<file path="config.mk">
export PLATFORM = sky130hd
export DESIGN_NAME = ascii_distance_line_parser_core
export DESIGN_NICKNAME = d
export VERILOG_FILES = /design/src/design/adlp_pkg.sv /design/src/design/adlp_parse.sv /design/src/design/adlp_digits.sv /design/src/design/ascii_distance_line_parser_core.sv
export SDC_FILE = /design/constraint.sdc
export NUM_CORES = 1
export LEC_CHECK = 0
export BUFFER_PORTS_ARGS = -buffer_cell sky130_fd_sc_hd__buf_2
export CAP_MARGIN = 20
export CORE_UTILIZATION = 40
export CTS_CLUSTER_DIAMETER = 80
export DETAILED_ROUTE_END_ITERATION = 7
export PLACE_DENSITY = 0.61
export SYNTH_ARGS = -nofsm -noshare
export SYNTH_HDL_FRONTEND = slang
export SYNTH_SLANG_ARGS = --single-unit
</file>
<file path="constraint.sdc">
create_clock -name clk -period 14.4 [get_ports clk]
set_input_delay 2.88 -clock clk [delete_from_list [all_inputs] [get_ports clk]]
set_output_delay 2.88 -clock clk [all_outputs]
set_load 0.05 [all_outputs]
</file>
<file path="src/design/adlp_pkg.sv">
`timescale 1ns / 1ps
// Types and constants for the ASCII distance line parser.
// Used by every module of the block; depends on nothing.
package adlp_pkg;

    typedef enum logic [2:0] {
        ST_WAIT   = 3'd0,
        ST_OK     = 3'd1,
        ST_ZERO   = 3'd2,
        ST_FORMAT = 3'd3,
        ST_UART   = 3'd4
    } status_t;

    typedef enum logic [2:0] {
        KIND_NORX   = 3'd0,
        KIND_STALE  = 3'd1,
        KIND_ZERO   = 3'd2,
        KIND_FORMAT = 3'd3,
        KIND_RXERR  = 3'd4,
        KIND_WAIT   = 3'd5,
        KIND_VALUE  = 3'd6
    } kind_t;

    typedef enum logic {
        CMD_RX    = 1'b0,
        CMD_QUERY = 1'b1
    } cmd_t;

    localparam logic [7:0]  BYTE_RX_ERR   = 8'hFF;
    localparam logic [7:0]  BYTE_CR       = 8'h0D;
    localparam logic [7:0]  BYTE_LF       = 8'h0A;
    localparam logic [7:0]  BYTE_ZERO     = 8'h30;
    localparam logic [7:0]  BYTE_NINE     = 8'h39;
    localparam logic [2:0]  MAX_DIGITS    = 3'd5;
    localparam logic [15:0] TIMEOUT_RESET = 16'd500;
    localparam logic [5:0]  CHAR_ZERO     = 6'd48;
    localparam logic [5:0]  CHAR_SPACE    = 6'd32;

    localparam int DATA_IN_W  = 40;
    localparam int USER_IN_W  = 1;
    localparam int DATA_OUT_W = 56;
    localparam int USER_OUT_W = 3;

    typedef struct packed {
        cmd_t        command;
        logic [7:0]  rx_byte;
        logic [31:0] time_ms;
    } item_t;

    typedef struct packed {
        status_t     status;
        logic        valid;
        logic [15:0] distance;
        kind_t       kind;
    } parse_result_t;

    typedef logic [4:0][5:0] digit_chars_t;

endpackage

</file>
<file path="src/design/adlp_parse.sv">
`timescale 1ns / 1ps
// Line parser state, byte handling and display classification for one word.
// Depends on adlp_pkg.
module adlp_parse
(
    input  logic                   clk,
    input  logic                   rst_n,
    input  logic                   cfg_wr_en,
    input  logic [15:0]            cfg_wr_data,
    input  logic                   load,
    input  adlp_pkg::item_t        item,
    output adlp_pkg::parse_result_t result
);

    logic [15:0]       timeout_reg;
    logic [16:0]       pv_reg, pv_next;
    logic [2:0]        dc_reg, dc_next;
    logic              inv_reg, inv_next;
    adlp_pkg::status_t st_reg, st_next;
    logic              vf_reg, vf_next;
    logic              seen_reg, seen_next;
    logic [31:0]       byte_time_reg, byte_time_next;
    logic [31:0]       sample_time_reg, sample_time_next;
    logic [15:0]       held_reg, held_next;

    logic              is_digit;
    logic              aged_gap;
    logic [31:0]       gap_age;
    logic [31:0]       byte_age;
    logic [31:0]       sample_age;
    logic              byte_old;
    logic              sample_old;
    logic [19:0]       pv_times10;
    adlp_pkg::kind_t   kind;

    assign is_digit = (item.rx_byte >= adlp_pkg::BYTE_ZERO) &&
                      (item.rx_byte <= adlp_pkg::BYTE_NINE);
    assign gap_age  = item.time_ms - byte_time_reg;
    assign aged_gap = gap_age >= {16'd0, timeout_reg};

    always_comb
    begin
        pv_next          = pv_reg;
        dc_next          = dc_reg;
        inv_next         = inv_reg;
        st_next          = st_reg;
        vf_next          = vf_reg;
        seen_next        = seen_reg;
        byte_time_next   = byte_time_reg;
        sample_time_next = sample_time_reg;
        held_next        = held_reg;
        pv_times10       = {pv_reg, 3'b000} + {2'b00, pv_reg, 1'b0} +
                           {12'd0, 8'(item.rx_byte - adlp_pkg::BYTE_ZERO)};
        if (item.command == adlp_pkg::CMD_RX)
        begin
            // A partial line broken by a long gap is dropped as a format error, unless a receive error is shown.
            if (seen_reg && (dc_reg != 3'd0 || inv_reg) && aged_gap)
            begin
                pv_next  = 17'd0;
                dc_next  = 3'd0;
                inv_next = 1'b1;
                if (st_reg != adlp_pkg::ST_UART)
                begin
                    st_next = adlp_pkg::ST_FORMAT;
                end
            end
            pv_times10     = {pv_next, 3'b000} + {2'b00, pv_next, 1'b0} +
                             {12'd0, 8'(item.rx_byte - adlp_pkg::BYTE_ZERO)};
            byte_time_next = item.time_ms;
            seen_next      = 1'b1;
            priority if (item.rx_byte == adlp_pkg::BYTE_RX_ERR)
            begin
                st_next  = adlp_pkg::ST_UART;
                vf_next  = 1'b0;
                pv_next  = 17'd0;
                dc_next  = 3'd0;
                inv_next = 1'b1;
            end
            else if (item.rx_byte == adlp_pkg::BYTE_CR || item.rx_byte == adlp_pkg::BYTE_LF)
            begin
                if (dc_next != 3'd0 && !inv_next && !pv_next[16])
                begin
                    held_next        = pv_next[15:0];
                    sample_time_next = item.time_ms;
                    vf_next          = (pv_next[15:0] != 16'd0);
                    st_next          = (pv_next[15:0] != 16'd0) ? adlp_pkg::ST_OK
                                                                : adlp_pkg::ST_ZERO;
                end
                else if (dc_next != 3'd0 && pv_next[16])
                begin
                    st_next = adlp_pkg::ST_FORMAT;
                end
                pv_next  = 17'd0;
                dc_next  = 3'd0;
                inv_next = 1'b0;
            end
            else if (is_digit && !inv_next && dc_next < adlp_pkg::MAX_DIGITS)
            begin
                if (dc_next == 3'd0)
                begin
                    st_next = adlp_pkg::ST_WAIT;
                end
                pv_next = pv_times10[16:0];
                dc_next = 3'(dc_next + 3'd1);
            end
            else
            begin
                if (st_next != adlp_pkg::ST_UART &&
                    (!is_digit || dc_next >= adlp_pkg::MAX_DIGITS))
                begin
                    st_next = adlp_pkg::ST_FORMAT;
                end
                inv_next = 1'b1;
            end
        end
    end

    assign byte_age   = item.time_ms - byte_time_next;
    assign sample_age = item.time_ms - sample_time_next;
    assign byte_old   = byte_age >= {16'd0, timeout_reg};
    assign sample_old = sample_age >= {16'd0, timeout_reg};

    always_comb
    begin
        kind = adlp_pkg::KIND_VALUE;
        if (!seen_next)
        begin
            kind = adlp_pkg::KIND_NORX;
        end
        else if (byte_old)
        begin
            kind = adlp_pkg::KIND_STALE;
        end
        else if (!vf_next || sample_old)
        begin
            unique case (st_next)
                adlp_pkg::ST_OK:     kind = adlp_pkg::KIND_STALE;
                adlp_pkg::ST_ZERO:   kind = sample_old ? adlp_pkg::KIND_STALE
                                                       : adlp_pkg::KIND_ZERO;
                adlp_pkg::ST_FORMAT: kind = adlp_pkg::KIND_FORMAT;
                adlp_pkg::ST_UART:   kind = adlp_pkg::KIND_RXERR;
                default:             kind = adlp_pkg::KIND_WAIT;
            endcase
        end
    end

    assign result.status   = st_next;
    assign result.valid    = vf_next;
    assign result.distance = held_next;
    assign result.kind     = kind;

    always_ff @(posedge clk or negedge rst_n)
    begin
        if (!rst_n)
        begin
            timeout_reg     <= adlp_pkg::TIMEOUT_RESET;
            pv_reg          <= 17'd0;
            dc_reg          <= 3'd0;
            inv_reg         <= 1'b1;
            st_reg          <= adlp_pkg::ST_WAIT;
            vf_reg          <= 1'b0;
            seen_reg        <= 1'b0;
            byte_time_reg   <= 32'd0;
            sample_time_reg <= 32'd0;
            held_reg        <= 16'd0;
        end
        else
        begin
            if (cfg_wr_en)
            begin
                timeout_reg <= cfg_wr_data;
            end
            if (load)
            begin
                pv_reg          <= pv_next;
                dc_reg          <= dc_next;
                inv_reg         <= inv_next;
                st_reg          <= st_next;
                vf_reg          <= vf_next;
                seen_reg        <= seen_next;
                byte_time_reg   <= byte_time_next;
                sample_time_reg <= sample_time_next;
                held_reg        <= held_next;
            end
        end
    end

endmodule

</file>
<file path="src/design/adlp_digits.sv">
`timescale 1ns / 1ps
// Splits a 16-bit distance into five right-aligned ASCII digit characters.
// Depends on adlp_pkg.
module adlp_digits
(
    input  logic [15:0]            distance,
    input  adlp_pkg::kind_t        kind,
    output adlp_pkg::digit_chars_t chars
);

    localparam int unsigned DEC_POW [5] = '{1, 10, 100, 1000, 10000};

    logic [4:0][3:0] digits;
    logic [15:0]     rem;
    logic [3:0]      d;

    // Four compare-and-subtract steps, highest decade first.
    always_comb
    begin
        rem = distance;
        digits = '0;
        for (int pos = 4; pos >= 1; pos--)
        begin
            d = 4'd0;
            for (int k = 1; k <= 9; k++)
            begin
                if ({1'b0, rem} >= 17'(k * DEC_POW[pos]))
                begin
                    d = 4'(k);
                end
            end
            rem = 16'(int'(rem) - int'(d) * DEC_POW[pos]);
            digits[pos] = d;
        end
        digits[0] = rem[3:0];
    end

    always_comb
    begin
        chars = '0;
        if (kind == adlp_pkg::KIND_VALUE)
        begin
            chars[0] = 6'(adlp_pkg::CHAR_ZERO + {2'b00, digits[0]});
            for (int pos = 1; pos <= 4; pos++)
            begin
                chars[pos] = (distance >= 16'(DEC_POW[pos]))
                           ? 6'(adlp_pkg::CHAR_ZERO + {2'b00, digits[pos]})
                           : adlp_pkg::CHAR_SPACE;
            end
        end
    end

endmodule

</file>
<file path="src/design/ascii_distance_line_parser_core.sv">
`timescale 1ns / 1ps
// ASCII distance line parser, top level: input register, parse stage, digit stage.
// Each word passes through these stages in turn; its result word is driven from the digit stage register.
// Throughput is one word per cycle; a stage holds only while the stage after it is full
// and cannot move on. Reset clears the pipeline and the parser state; the timeout
// register resets to 500 ms. Depends on adlp_pkg, adlp_parse and adlp_digits.
module ascii_distance_line_parser_core
(
    input  logic        clk,
    input  logic        rst_n,
    input  logic        cfg_wr_en,
    input  logic [15:0] cfg_wr_data,
    input  logic        s_tvalid,
    output logic        s_tready,
    // [7:0] rx_byte, [39:8] time_ms
    input  logic [adlp_pkg::DATA_IN_W-1:0]  s_tdata,
    // [0] command
    input  logic [adlp_pkg::USER_IN_W-1:0]  s_tuser,
    output logic        m_tvalid,
    input  logic        m_tready,
    // [2:0] line_status, [3] reading_valid, [19:4] distance, [25:20] digit_char_4,
    // [31:26] digit_char_3, [37:32] digit_char_2, [43:38] digit_char_1,
    // [49:44] digit_char_0, [55:50] zero
    output logic [adlp_pkg::DATA_OUT_W-1:0] m_tdata,
    // [2:0] display_kind
    output logic [adlp_pkg::USER_OUT_W-1:0] m_tuser
);

    logic                    a_valid_reg, a_valid_next;
    logic                    b_valid_reg, b_valid_next;
    logic                    c_valid_reg, c_valid_next;
    adlp_pkg::item_t         a_item_reg;
    adlp_pkg::parse_result_t b_res_reg;
    adlp_pkg::parse_result_t c_res_reg;
    adlp_pkg::digit_chars_t  c_chars_reg;

    logic                    a_ready, b_ready, c_ready;
    adlp_pkg::parse_result_t parse_res;
    adlp_pkg::digit_chars_t  chars;

    assign c_ready  = !c_valid_reg || m_tready;
    assign b_ready  = !b_valid_reg || c_ready;
    assign a_ready  = !a_valid_reg || b_ready;
    assign s_tready = a_ready;

    assign a_valid_next = a_ready ? s_tvalid    : a_valid_reg;
    assign b_valid_next = b_ready ? a_valid_reg : b_valid_reg;
    assign c_valid_next = c_ready ? b_valid_reg : c_valid_reg;

    adlp_parse u_parse
    (
        .clk         (clk),
        .rst_n       (rst_n),
        .cfg_wr_en   (cfg_wr_en),
        .cfg_wr_data (cfg_wr_data),
        .load        (a_valid_reg && b_ready),
        .item        (a_item_reg),
        .result      (parse_res)
    );

    adlp_digits u_digits
    (
        .distance (b_res_reg.distance),
        .kind     (b_res_reg.kind),
        .chars    (chars)
    );

    always_ff @(posedge clk or negedge rst_n)
    begin
        if (!rst_n)
        begin
            a_valid_reg <= 1'b0;
            b_valid_reg <= 1'b0;
            c_valid_reg <= 1'b0;
        end
        else
        begin
            a_valid_reg <= a_valid_next;
            b_valid_reg <= b_valid_next;
            c_valid_reg <= c_valid_next;
        end
    end

    always_ff @(posedge clk)
    begin
        if (s_tvalid && a_ready)
        begin
            a_item_reg.command <= adlp_pkg::cmd_t'(s_tuser[0]);
            a_item_reg.rx_byte <= s_tdata[7:0];
            a_item_reg.time_ms <= s_tdata[39:8];
        end
        if (a_valid_reg && b_ready)
        begin
            b_res_reg <= parse_res;
        end
        if (b_valid_reg && c_ready)
        begin
            c_res_reg   <= b_res_reg;
            c_chars_reg <= chars;
        end
    end

    assign m_tvalid = c_valid_reg;
    assign m_tdata  = {6'd0, c_chars_reg[0], c_chars_reg[1], c_chars_reg[2],
                       c_chars_reg[3], c_chars_reg[4], c_res_reg.distance,
                       c_res_reg.valid, c_res_reg.status};
    assign m_tuser  = c_res_reg.kind;

endmodule

</file>
== Word-level counts from Yosys, hierarchy flattened ==
Index checks and enable logic that the tools add are counted.

* Magnitude comparators: 47
* Multiply operators: 4
* Muxes and demuxes: 85
* Bitwise logic cells: 2
* Eq/ne operators: 10
* Reductions and logical operators: 36
* Add/subtract/negate cells: 16

{| class="wikitable"
|+ Operator list
! kind !! number
|-
| $mux W32 || 5
|-
| $mux W3 || 33
|-
| $ge A16 B10 Y1 const B || 6
|-
| $ge A32 B16 Y1 || 3
|-
| $sub A32 B32 Y32 || 3
|-
| $mux W17 || 5
|-
| $ge A16 B7 Y1 const B || 5
|-
| $ge A16 B13 Y1 const B || 4
|-
| $mux W16 || 4
|-
| $ge A16 B17 Y1 const B || 3
|-
| $ge A16 B14 Y1 const B || 3
|-
| $ge A16 B16 Y1 const B || 3
|-
| $ge A16 B6 Y1 const B || 3
|-
| $ge A16 B9 Y1 const B || 3
|-
| $ge A16 B12 Y1 const B || 2
|-
| $ge A16 B15 Y1 const B || 2
|-
| $ge A16 B4 Y1 const B || 2
|-
| $ge A16 B5 Y1 const B || 2
|-
| $mux W4 || 8
|-
| $add A5 B5 Y6 const A || 5
|-
| $mux W6 || 4
|-
| $mux W2 || 10
|-
| $add A17 B17 Y17 || 1
|-
| $add A17 B8 Y17 || 1
|-
| other kinds (33) || 80
|}

* Logic and storage cells: 234
* Bits in registers: 242

== Logic depth before layout (Yosys ltp) ==
Gate-level depths: netlist of run 1.

* Depth after elaboration: 49
* Mapped depth: 70
* Gate-level depth less buffers: 68

== Hierarchy ==
From an unflattened synthesis of run 1, not the netlist that was laid out.

* Cells, all modules: 2368
* Area total of the unflattened synthesis: 21047.7 µm²

{| class="wikitable"
|+ Modules (own cells, without submodules)
! module !! instances !! area an instance (µm²) !! cells each
|-
| adlp_parse || 1 || 13277.7 || 1666
|-
| adlp_digits || 1 || 4062.6 || 566
|-
| ascii_distance_line_parser_core || 1 || 3707.3 || 136
|}

== Worst setup path after synthesis of run 1 ==
Ideal clock, no wire load.

* Path kind: flip-flop to flip-flop
* From: reg b_res_reg[10] (netlist name)
* To: reg c_chars_reg, in the netlist m_tdata[47] (data pin)
* Data arrival time: 13.634 ns
* Data required time: 14.252 ns
* Period minus slack after synthesis: 13.783 ns
* Path buffers: 2
* Slack: 0.617 ns
* Stages on the path, launching flop included: 67
* Library setup time: 0.148 ns
* Cell sequence: edfxtp_1 > buf_2 > nor2_1 > a21oi_1 > o31a_1 > nor3_1 > nor2_1 > nor2_1 > o21ai_0 > a21oi_1 > inv_1 > fa_1 > ha_1 > inv_1 > fa_1 > ha_1 > or2_1 > or3_1 > [31 not listed] > nor3b_1 > a21oi_1 > o21ai_0 > a311o_1 > ha_1 > nand2_1 > o21a_1 > or3b_2 > a21oi_1 > o21ai_0 > nor3_1 > nand3b_1 > nand2b_1 > ha_1 > fa_1 > xor2_1 > or3_1 > mux2i_1

{| class="wikitable"
|+ RTL lines
! what !! line !! RTL
|-
| start: declaration || ascii_distance_line_parser_core.sv:33 || <nowiki>adlp_pkg::parse_result_t b_res_reg;</nowiki>
|-
| start signal: assignment || ascii_distance_line_parser_core.sv:94 || <nowiki>b_res_reg <= parse_res;</nowiki>
|-
| end signal: assignment || ascii_distance_line_parser_core.sv:99 || <nowiki>c_chars_reg <= chars;</nowiki>
|-
| end: declaration || ascii_distance_line_parser_core.sv:35 || <nowiki>adlp_pkg::digit_chars_t c_chars_reg;</nowiki>
|}

==> summary.md, run 1 <==
| Metric | Value |
|---|---|
| Clock H-tree levels | `2` |
| Hold violation total from the final report | `0` |
| Sequential share of the synthesized area | `31.5%` |
| Startpoint class of the critical path | `flop` |
| Via/cell ratio | `5.61` |
| IO Port Bufs | `115` |
| Max FFs per register | `44` |
| Final instance area | `23300 um2` |
| Arrival time worst endpoint | `14.01 ns` |
| DRT iter0 DRCs | `about 1100` |
| First-pass GRT wire length | `between 80 and 90 mm` |
| WL final | `55.5 mm` |
| CTS tree | `done` |
| Fraction of registers with async set/reset | `about 53%` |
| Die height | `229 um` |
| Root buffer cell | `clkbuf_16` |
| Routed Antenna Nets | `0` |
| Largest family of logic cells by synthesized area | `compound AO/OA/AOI/OAI gates` |
| Total CTS buffers | `34` |
| Post-synth EDFFs | `around 110` |
| IO Count | `roughly 120` |
| Nets | `2733` |
| YS warnings | `0` |
| Die W | `229 um` |
| Post-Synth XOR/XNOR Area | `~4.4%` |
| Beginning of the worst hold path | `b_res_reg[19]` |
| Synthesized area | `20600 um2` |
| Cells after Synth | `2277` |
| Post-Synth Simple-Gate Area | `15.0%` |
| Post-synthesis compound-gate area fraction | `22.1%` |
| Vias | `17500` |
| Slew HR | `between 20% and 30%` |
| Crit Path Max Fanout | `9` |
| CTS Sinks | `236` |
| Worst slew pin tran | `around 1.1 ns` |
| Initial antenna violation count | `1` |
| Final setup viols | `0` |
| Prevailing post-synth register cell | `dfrtp_1` |
| Clock buffer depth | `3` |
| GPL Wtd Cong | `0.914` |
| Final count of pins violating max slew | `0` |
| Largest net degree at the start of global routing | `71` |
| Fin crit period | `around 14 ns` |
| CP required | `between 10 and 15 ns` |
| Residual DRC count | `0` |
| Reg2reg setup slack | `0.78 ns` |
| Worst skew pair latency | `0.54 ns` |
| Worst stage delay on the critical path | `0.60 ns` |
| Top post-synthesis cells by count | `ha_1 (229), nand2_1 (220), o21ai_0 (210), inv_1 (182), a21oi_1 (152)` |
| CP most frequent cell | `ha_1` |
| Area contributors post-synth | `edfxtp_1 (16%), dfrtp_1 (14%), ha_1 (14%), o21ai_0 (5.1%), nand2_1 (4.0%)` |
| Maximum clock frequency | `roughly 73 MHz` |
| Count of cell types in the netlist | `111` |
| Crit path kind | `reg2reg` |
| Skew final | `0.0138 ns` |
| Mux contribution to synthesized area | `5.93%` |
| Fin Hold WS | `0.457 ns` |
| DP HPWL | `42.7 mm` |
| Share of the synthesized area in the top cell type | `16.2%` |
| Vias in the first global route | `between 15000 and 20000` |
| DR WL/cell | `17.8 um` |
| Max cap viols | `0` |
| Syn avg cell area | `9.03 um2` |
| Initial Utilization | `40.8%` |
| DRT Pass-1 Iters | `5` |
| Worst R2R Start | `b_res_reg[14]` |
| Crit. End Element | `flop` |
| Total gr overflow | `0` |
| GR Util All Layers | `21.1%` |
| Hold_buf cts | `0` |
| Core Box Area | `50400 um2` |
| Post-Synth Adder-Cell Area | `around 16%` |
| Area grow syn2layout | `13.6%` |
| Antenna Cells | `0` |
| Final period util | `94.6%` |
| Run status | `finished, final reports clean` |
| Share of layout cells above drive strength 1 | `13.3%` |
| Hold Crit Class | `reg2reg` |
| Placed cell area | `around 22000 um2` |
| Top-count cell post-synth | `ha_1` |
| Leading area contributor after synthesis | `edfxtp_1` |
| Cell row count | `82` |
| Worst path slowest cell | `fa_1` |
| Fin Setup TNS | `0 ns` |
| Die area | `52300 um2` |
| Critical Path Source | `b_res_reg[14]` |
| #FFs+latches synth | `about 240` |
| Clk pin slew, worst setup/hold paths | `approximately 0.060 ns` |
## critical path: cells and delay by family (launching register included)
family | cells | cell delay (ns)
and+or+nand+nor | 19 | 3.55
adders and majority gates | 14 | 4.64
AOI/OAI and AO/OA | 18 | 3.35
DFF | 1 | 0.55
xor gates and xnor gates | 4 | 0.72
muxes | 1 | 0.13
buffers and inverters | 5 | 0.52
## worst paths after layout
path / cells after the start / to
hold reg to reg: 0 / m_tdata[3]
max in group asynchronous: 2 / u_parse.byte_time_reg[4]
hold / removal: 0 / m_tdata[3]
setup / recovery: 61 / m_tdata[47]
setup reg to reg: 61 / m_tdata[47]
min in group asynchronous: 1 / u_parse.byte_time_reg[13]
## layer usage
layer	vias to the layer above	routed length [um]	global-route usage, %
met4	2	1710	7.82
met5	-	13	0
li1	8614	-	-
met2	450	25500	34.6
met1	8302	25400	27.8
met3	109	2880	3.56
## stage by stage
| stage | utilization, % | instances | setup WS [ns] |
|---|---|---|---|
| floorplan | - | 2283 | 0.617 |
| global placement | 43.5 | 3031 | 0.123 |
| detailed placement | 43.5 | 3031 | -0.333 |
| CTS | 45.7 | 3093 | 0.0697 |
| global route | 46.3 | 3117 | -0.0187 |
| finish | 46.3 | 3117 | 0.780 |
## placed cells by master, fill, tap and decap left out, drive strengths merged, types with 23 or more instances in the layout
master / count
fa: 23
nor2b: 25
clkbuf: 47
a21o: 53
buf: 167
dfrtp: 118
o211ai: 23
nor3: 42
mux2: 39
o21a: 26
o21ai: 217
ha: 229
edfxtp: 111
a21oi: 153
nand3: 43
xor2: 28
mux2i: 78
xnor2: 72
nor2: 149
a211oi: 26
nand2b: 37
nand2: 222
inv: 186
## timing repair
item                       4_1_cts  5_1_grt
gates resized for setup          6       35
pin swaps                        0       18
gates cloned                     0        0
buffers inserted                 0       22
setup endpoints to repair        2        5
## area by class of cell
type	instances	area, um2
timing repair buffer	168	996
clock inverter	16	97.6
inverter	182	683
fill	4845	27000
tap	672	841
clock buffer	46	980
multi-input combinational	1797	13300
sequential	236	6470
## kinds of logic (layout without fill, tap and decap cells)
| logic type | Yosys count | in the layout |
|---|---|---|
| AND/OR/NAND/NOR | 634 | 634 |
| XOR/XNOR | 101 | 101 |
| adder cells (fa/ha/maj) | 252 | 252 |
| multiplexers | 117 | 117 |
| buffers and inverters | 250 | 412 |
| AO/OA/AOI/OAI | 686 | 686 |
| other | 1 | 7 |
| flip-flops | 236 | 236 |
Power of run 1 is not shown: default switching activity piles up to over one toggle a cycle in this logic, so the estimate is an artifact.
==> run 2: changes to the inputs <==
--- a/config.mk
+++ b/config.mk
@@ -9,2 +9,3 @@
 export CAP_MARGIN = 20
+export CORE_MARGIN = 2
 export CORE_UTILIZATION = 40
--- a/constraint.sdc
+++ b/constraint.sdc
@@ -3,2 +3,2 @@
 set_output_delay 2.88 -clock clk [all_outputs]
-set_load 0.05 [all_outputs]
+set_load 0.005 [all_outputs]
==> summary.md, run 2 (same netlist as run 1, synthesis figures left out) <==
| Metric | Value |
|---|---|
| Clock buffer depth | `3 (unchanged)` |
| DRT iter0 DRCs | `1061 (-3.6%)` |
| DR WL/cell | `18.0 um (+0.88%)` |
| Worst path slowest cell | `fa_1` |
| Nets | `2728 (-0.18%)` |
| GR Util All Layers | `20.9% (-0.24 points)` |
| Bufs and invs on worst path | `6 (+1)` |
| Vias | `17500 (-0.15%)` |
| Largest net degree at the start of global routing | `65 (-8.5%)` |
| Commonest non-fill, non-tap cells in the layout | `ha_1 (227), nand2_1 (219), o21ai_0 (209), inv_1 (177), a21oi_1 (149)` |
| Slew HR | `27.4% (+0.46 points)` |
| DP HPWL | `42.8 mm (+0.17%)` |
| Root buffer cell | `clkbuf_16` |
| Fin crit period | `13.55 ns (-0.0669 ns)` |
| Core Box Area | `51100 um2 (+1.4%)` |
| Residual DRC count | `0 (unchanged)` |
| Total gr overflow | `0 (unchanged)` |
| CP most frequent cell | `ha_1` |
| Arrival time worst endpoint | `13.96 ns (-0.05 ns)` |
| Area grow syn2layout | `13.6% (about the same)` |
| Crit path kind | `reg2reg` |
| Clock H-tree levels | `2 (unchanged)` |
| DRT Pass-1 Iters | `6 (+1)` |
| Worst slew pin tran | `1.06 ns (-0.0303 ns)` |
| Hold Crit Class | `reg2reg` |
| Max cap viols | `0 (unchanged)` |
| Startpoint class of the critical path | `flop` |
| IO Count | `123 (unchanged)` |
| Total CTS buffers | `35 (+2.9%)` |
| Crit Path Max Fanout | `9 (unchanged)` |
| Final count of pins violating max slew | `0 (unchanged)` |
| Skew final | `0.0310 ns (+0.0172 ns)` |
| Hold violation total from the final report | `0 (unchanged)` |
| Final setup viols | `0 (unchanged)` |
| Setup ws final | `0.847 ns (+0.0669 ns)` |
| GPL Wtd Cong | `0.931 (+1.9%)` |
| Antenna Cells | `0 (unchanged)` |
| Max FFs per register | `44 (unchanged)` |
| Reg2reg setup slack | `0.85 ns (+0.07 ns)` |
| WL final | `56.1 mm (+1.0%)` |
| Share of layout cells above drive strength 1 | `13.0% (-0.27 points)` |
| CP top delay family | `adder cells` |
| Clk pin slew, worst setup/hold paths | `0.06 ns (about the same)` |
| Commonest non-fill, non-tap cell in the layout | `ha_1` |
| Final period util | `94.1% (-0.46 points)` |
| CP required | `14.80 ns (about the same)` |
| Maximum clock frequency | `73.8 MHz (+0.49%)` |
| Crit. End Element | `flop` |
| Initial Utilization | `40.2% (-0.57 points)` |
| CTS Sinks | `236 (unchanged)` |
| Routed Antenna Nets | `0 (unchanged)` |
| Die W | `231 um (+0.87%)` |
| Vias in the first global route | `17100 (-0.39%)` |
| Hold_buf cts | `0 (unchanged)` |
| Placed cell area | `21900 um2 (+0.13%)` |
| Via/cell ratio | `5.59 (-0.28%)` |
| Final instance area | `23300 um2 (about the same)` |
| Die height | `231 um (+0.87%)` |
| Pre-CTS setup slack | `0.128 ns (+0.462 ns)` |
| IO Port Bufs | `115 (unchanged)` |
| Die area | `53200 um2 (+1.8%)` |
| Worst stage delay on the critical path | `0.50 ns (-0.10 ns)` |
| Cell row count | `83 (+1.2%)` |
| Initial antenna violation count | `0 (-1)` |
| First-pass GRT wire length | `89.7 mm (+0.45%)` |
| Fin Hold WS | `0.407 ns (-0.0495 ns)` |
| Run status | `finished, final reports clean` |
| Worst skew pair latency | `0.55 ns (about the same)` |
| CTS tree | `done` |
[run 2: final cells by class]
cell class	instances	area, um2
Inverter	182	686
Clock inverter	19	229
Fill cell	4882	27700
Clock buffer	45	975
Tap cell	680	851
Timing Repair Buffer	162	943
Multi-Input combinational cell	1797	13200
Sequential cell	236	6470
[run 2: path summary, 6_finish.rpt]
path | start | endpoint | cells past startpoint
worst max-delay path | b_res_reg[10] | m_tdata[47] | 61
worst min-delay path | b_res_reg[22] | m_tdata[2] | 0
worst max register to register | b_res_reg[10] | m_tdata[47] | 61
worst min register to register | b_res_reg[22] | m_tdata[2] | 0
max in group asynchronous | rst_n | u_parse.timeout_reg[15] | 2
min in group asynchronous | rst_n | u_parse.seen_reg | 1
[run 2: metrics by stage]
step	TNS, ns	instances	util [%]
5_1_grt	-0.0382	3121	45.7
4_1_cts	0	3106	45.3
3_5_place_dp	0	3042	42.9
2_1_floorplan	0	2283	-
6_report	0	3121	45.7
3_3_place_gp	0	3041	42.9
[run 2: per-layer routing]
metal / part of all wire [%] / global-route usage [%]
met1: 46 / 27.4
met3: 4.3 / 3.15
met5: 0 / 0
met2: 47 / 35.3
met4: 3.1 / 6.71
[run 2: repair_timing]
action                     CTS  global route
resized for setup            0            29
setup buffers                0            14
setup endpoints to repair    0             5
Power of run 2 is left out for the same reason.
==> run 3: changes to the inputs <==
- RECOVER_POWER: unset -> 100
==> summary.md, run 3 (same netlist as run 1, synthesis figures left out) <==
| Metric | Value |
|---|---|
| Run status | `finished with violations` |
| Failing checks | `max-capacitance violations, max-slew violations` |
| Total CTS buffers | `35 (unchanged)` |
| Critical Path Source | `b_res_reg[14]` |
| DR WL/cell | `18.0 um (about the same)` |
| Core Util, Final | `45.5% (-0.17 points)` |
| Initial Utilization | `40.2% (unchanged)` |
| First-pass GRT wire length | `89.7 mm (unchanged)` |
| Worst R2R Start | `b_res_reg[14]` |
| Hold Crit Class | `reg2reg` |
| Crit Path Max Fanout | `9 (unchanged)` |
| GPL Wtd Cong | `0.931 (unchanged)` |
| WL final | `56.0 mm (about the same)` |
| Clk pin slew, worst setup/hold paths | `0.06 ns (about the same)` |
| Clock buffer depth | `3 (unchanged)` |
| Bufs and invs on worst path | `5 (-1)` |
| Reg2reg setup slack | `0.83 ns (about the same)` |
| Arrival time worst endpoint | `13.97 ns (about the same)` |
| Beginning of the worst hold path | `b_res_reg[22]` |
| Worst path slowest cell | `edfxtp_1` |
| Commonest non-fill, non-tap cell in the layout | `ha_1` |
| CP top delay family | `adder cells` |
| Hold Path Sink | `m_tdata[2]` |
| Final count of pins violating max slew | `267 (+267)` |
| Area grow syn2layout | `13.2%` |
| Fin Setup TNS | `0 ns (unchanged)` |
| Routed Antenna Nets | `0 (unchanged)` |
| IO Port Bufs | `115 (unchanged)` |
| Total gr overflow | `0 (unchanged)` |
| Vias in the first global route | `17100 (unchanged)` |
| Fin crit period | `13.57 ns (+0.0124 ns)` |
| GR Util All Layers | `20.9% (unchanged)` |
| CTS Sinks | `236 (unchanged)` |
| Skew final | `0.0280 ns (-0.00297 ns)` |
| Clock H-tree levels | `2 (unchanged)` |
| Core Box Area | `51100 um2 (unchanged)` |
| Cell row count | `83 (unchanged)` |
| Worst r2r dst | `m_tdata[47]` |
| Number of cells on the critical path | `60 (-1.6%)` |
| Die height | `231 um (unchanged)` |
| Share of layout cells above drive strength 1 | `11.3% (-1.7 points)` |
| R2r worst-path depth | `60 (-1.6%)` |
| CP required | `14.80 ns (about the same)` |
| Via/cell ratio | `5.60 (+0.10%)` |
| Antenna Cells | `0 (unchanged)` |
| DRT Pass-1 Iters | `6 (unchanged)` |
| Crit. End Element | `flop` |
| Worst Hold Path Cells | `0 (unchanged)` |
| Die W | `231 um (unchanged)` |
| Worst slew pin tran | `3.94 ns (+2.87 ns)` |
| Final setup viols | `0 (unchanged)` |
| Vias | `17500 (+0.10%)` |
| Commonest non-fill, non-tap cells in the layout | `ha_1 (227), nand2_1 (220), o21ai_0 (209), inv_1 (177), a21oi_1 (149)` |
| CP most frequent cell | `ha_1` |
| Slew HR | `-162% (-190 points)` |
| Hold violation total from the final report | `0 (unchanged)` |
| CTS tree | `done` |
| Max FFs per register | `44 (unchanged)` |
| DRT iter0 DRCs | `1069 (+0.75%)` |
| Worst stage delay on the critical path | `0.54 ns (+0.04 ns)` |
| Residual DRC count | `0 (unchanged)` |
| Max cap viols | `5 (+5)` |
| Worst skew pair latency | `0.55 ns (about the same)` |
| Die area | `53200 um2 (unchanged)` |
| Largest net degree at the start of global routing | `65 (unchanged)` |
| Non-Filler Instances | `3121 (unchanged)` |
| Maximum clock frequency | `73.7 MHz (about the same)` |
| Hold_buf cts | `0 (unchanged)` |
| Startpoint class of the critical path | `flop` |
| Final period util | `94.2% (about the same)` |
| Crit path kind | `reg2reg` |
| Nets | `2728 (unchanged)` |
| Dpl cells | `3042 (unchanged)` |
| Root buffer cell | `clkbuf_16` |
| Fin Hold WS | `0.407 ns (-0.000523 ns)` |
| DP HPWL | `42.8 mm (unchanged)` |
| Initial antenna violation count | `0 (unchanged)` |
| IO Count | `123 (unchanged)` |
-- run 3: cell types whose count changed in the layout (fill, tap and decap cells not counted), sizes merged --
cell and change:
clkbuf +38, buf -38
-- run 3: worst max path at each step --
stage | endpoint | slack [ns]
after detailed placement | m_tdata[47] | 0.13
after floorplan | m_tdata[47] | 0.62
after global routing | m_tdata[47] | -0.04
after CTS | m_tdata[47] | 0.06
final | m_tdata[47] | 0.83
after global placement | m_tdata[47] | 0.56
-- run 3: cell type report --
class / count / area [um2]
multi-input combinational: 1797 / 13200
clock inverter: 19 / 229
clock buffer: 45 / 975
timing repair buffer: 162 / 861
fill: 4901 / 27800
sequential: 236 / 6470
tap: 680 / 851
inverter: 182 / 686
-- run 3: worst reg2reg max path: cells and delay by family, from the launching register on --
family / cells / cell delay (ns)
compound gates: 17 / 2.93
xor+xnor: 4 / 0.62
fa+ha+maj: 14 / 4.73
buf+inv: 5 / 0.47
flops: 1 / 0.54
mux: 1 / 0.14
simple gates: 19 / 3.98
-- run 3: timing repair --
action,CTS,global route
buffers inserted,0,14
endpoints found under the setup margin,0,5
gates resized for setup,0,29
-- run 3: per-stage QoR --
step           setup slack (ns)  instance area [um2]
3_3_place_gp              0.555                21900
2_1_floorplan             0.617                20600
3_5_place_dp              0.128                21900
5_1_grt                 -0.0382                23300
6_report                  0.834                23300
4_1_cts                  0.0565                23100
-- run 3: metal layers --
metal | vias to the layer above | wire length (um) | track usage (%)
met2 | 470 | 26100 | 35.3
met4 | 0 | 1770 | 6.71
li1 | 8608 | - | -
met1 | 8272 | 25500 | 27.4
met3 | 118 | 2630 | 3.15
met5 | - | 0 | 0
Power of run 3 is left out for the same reason.
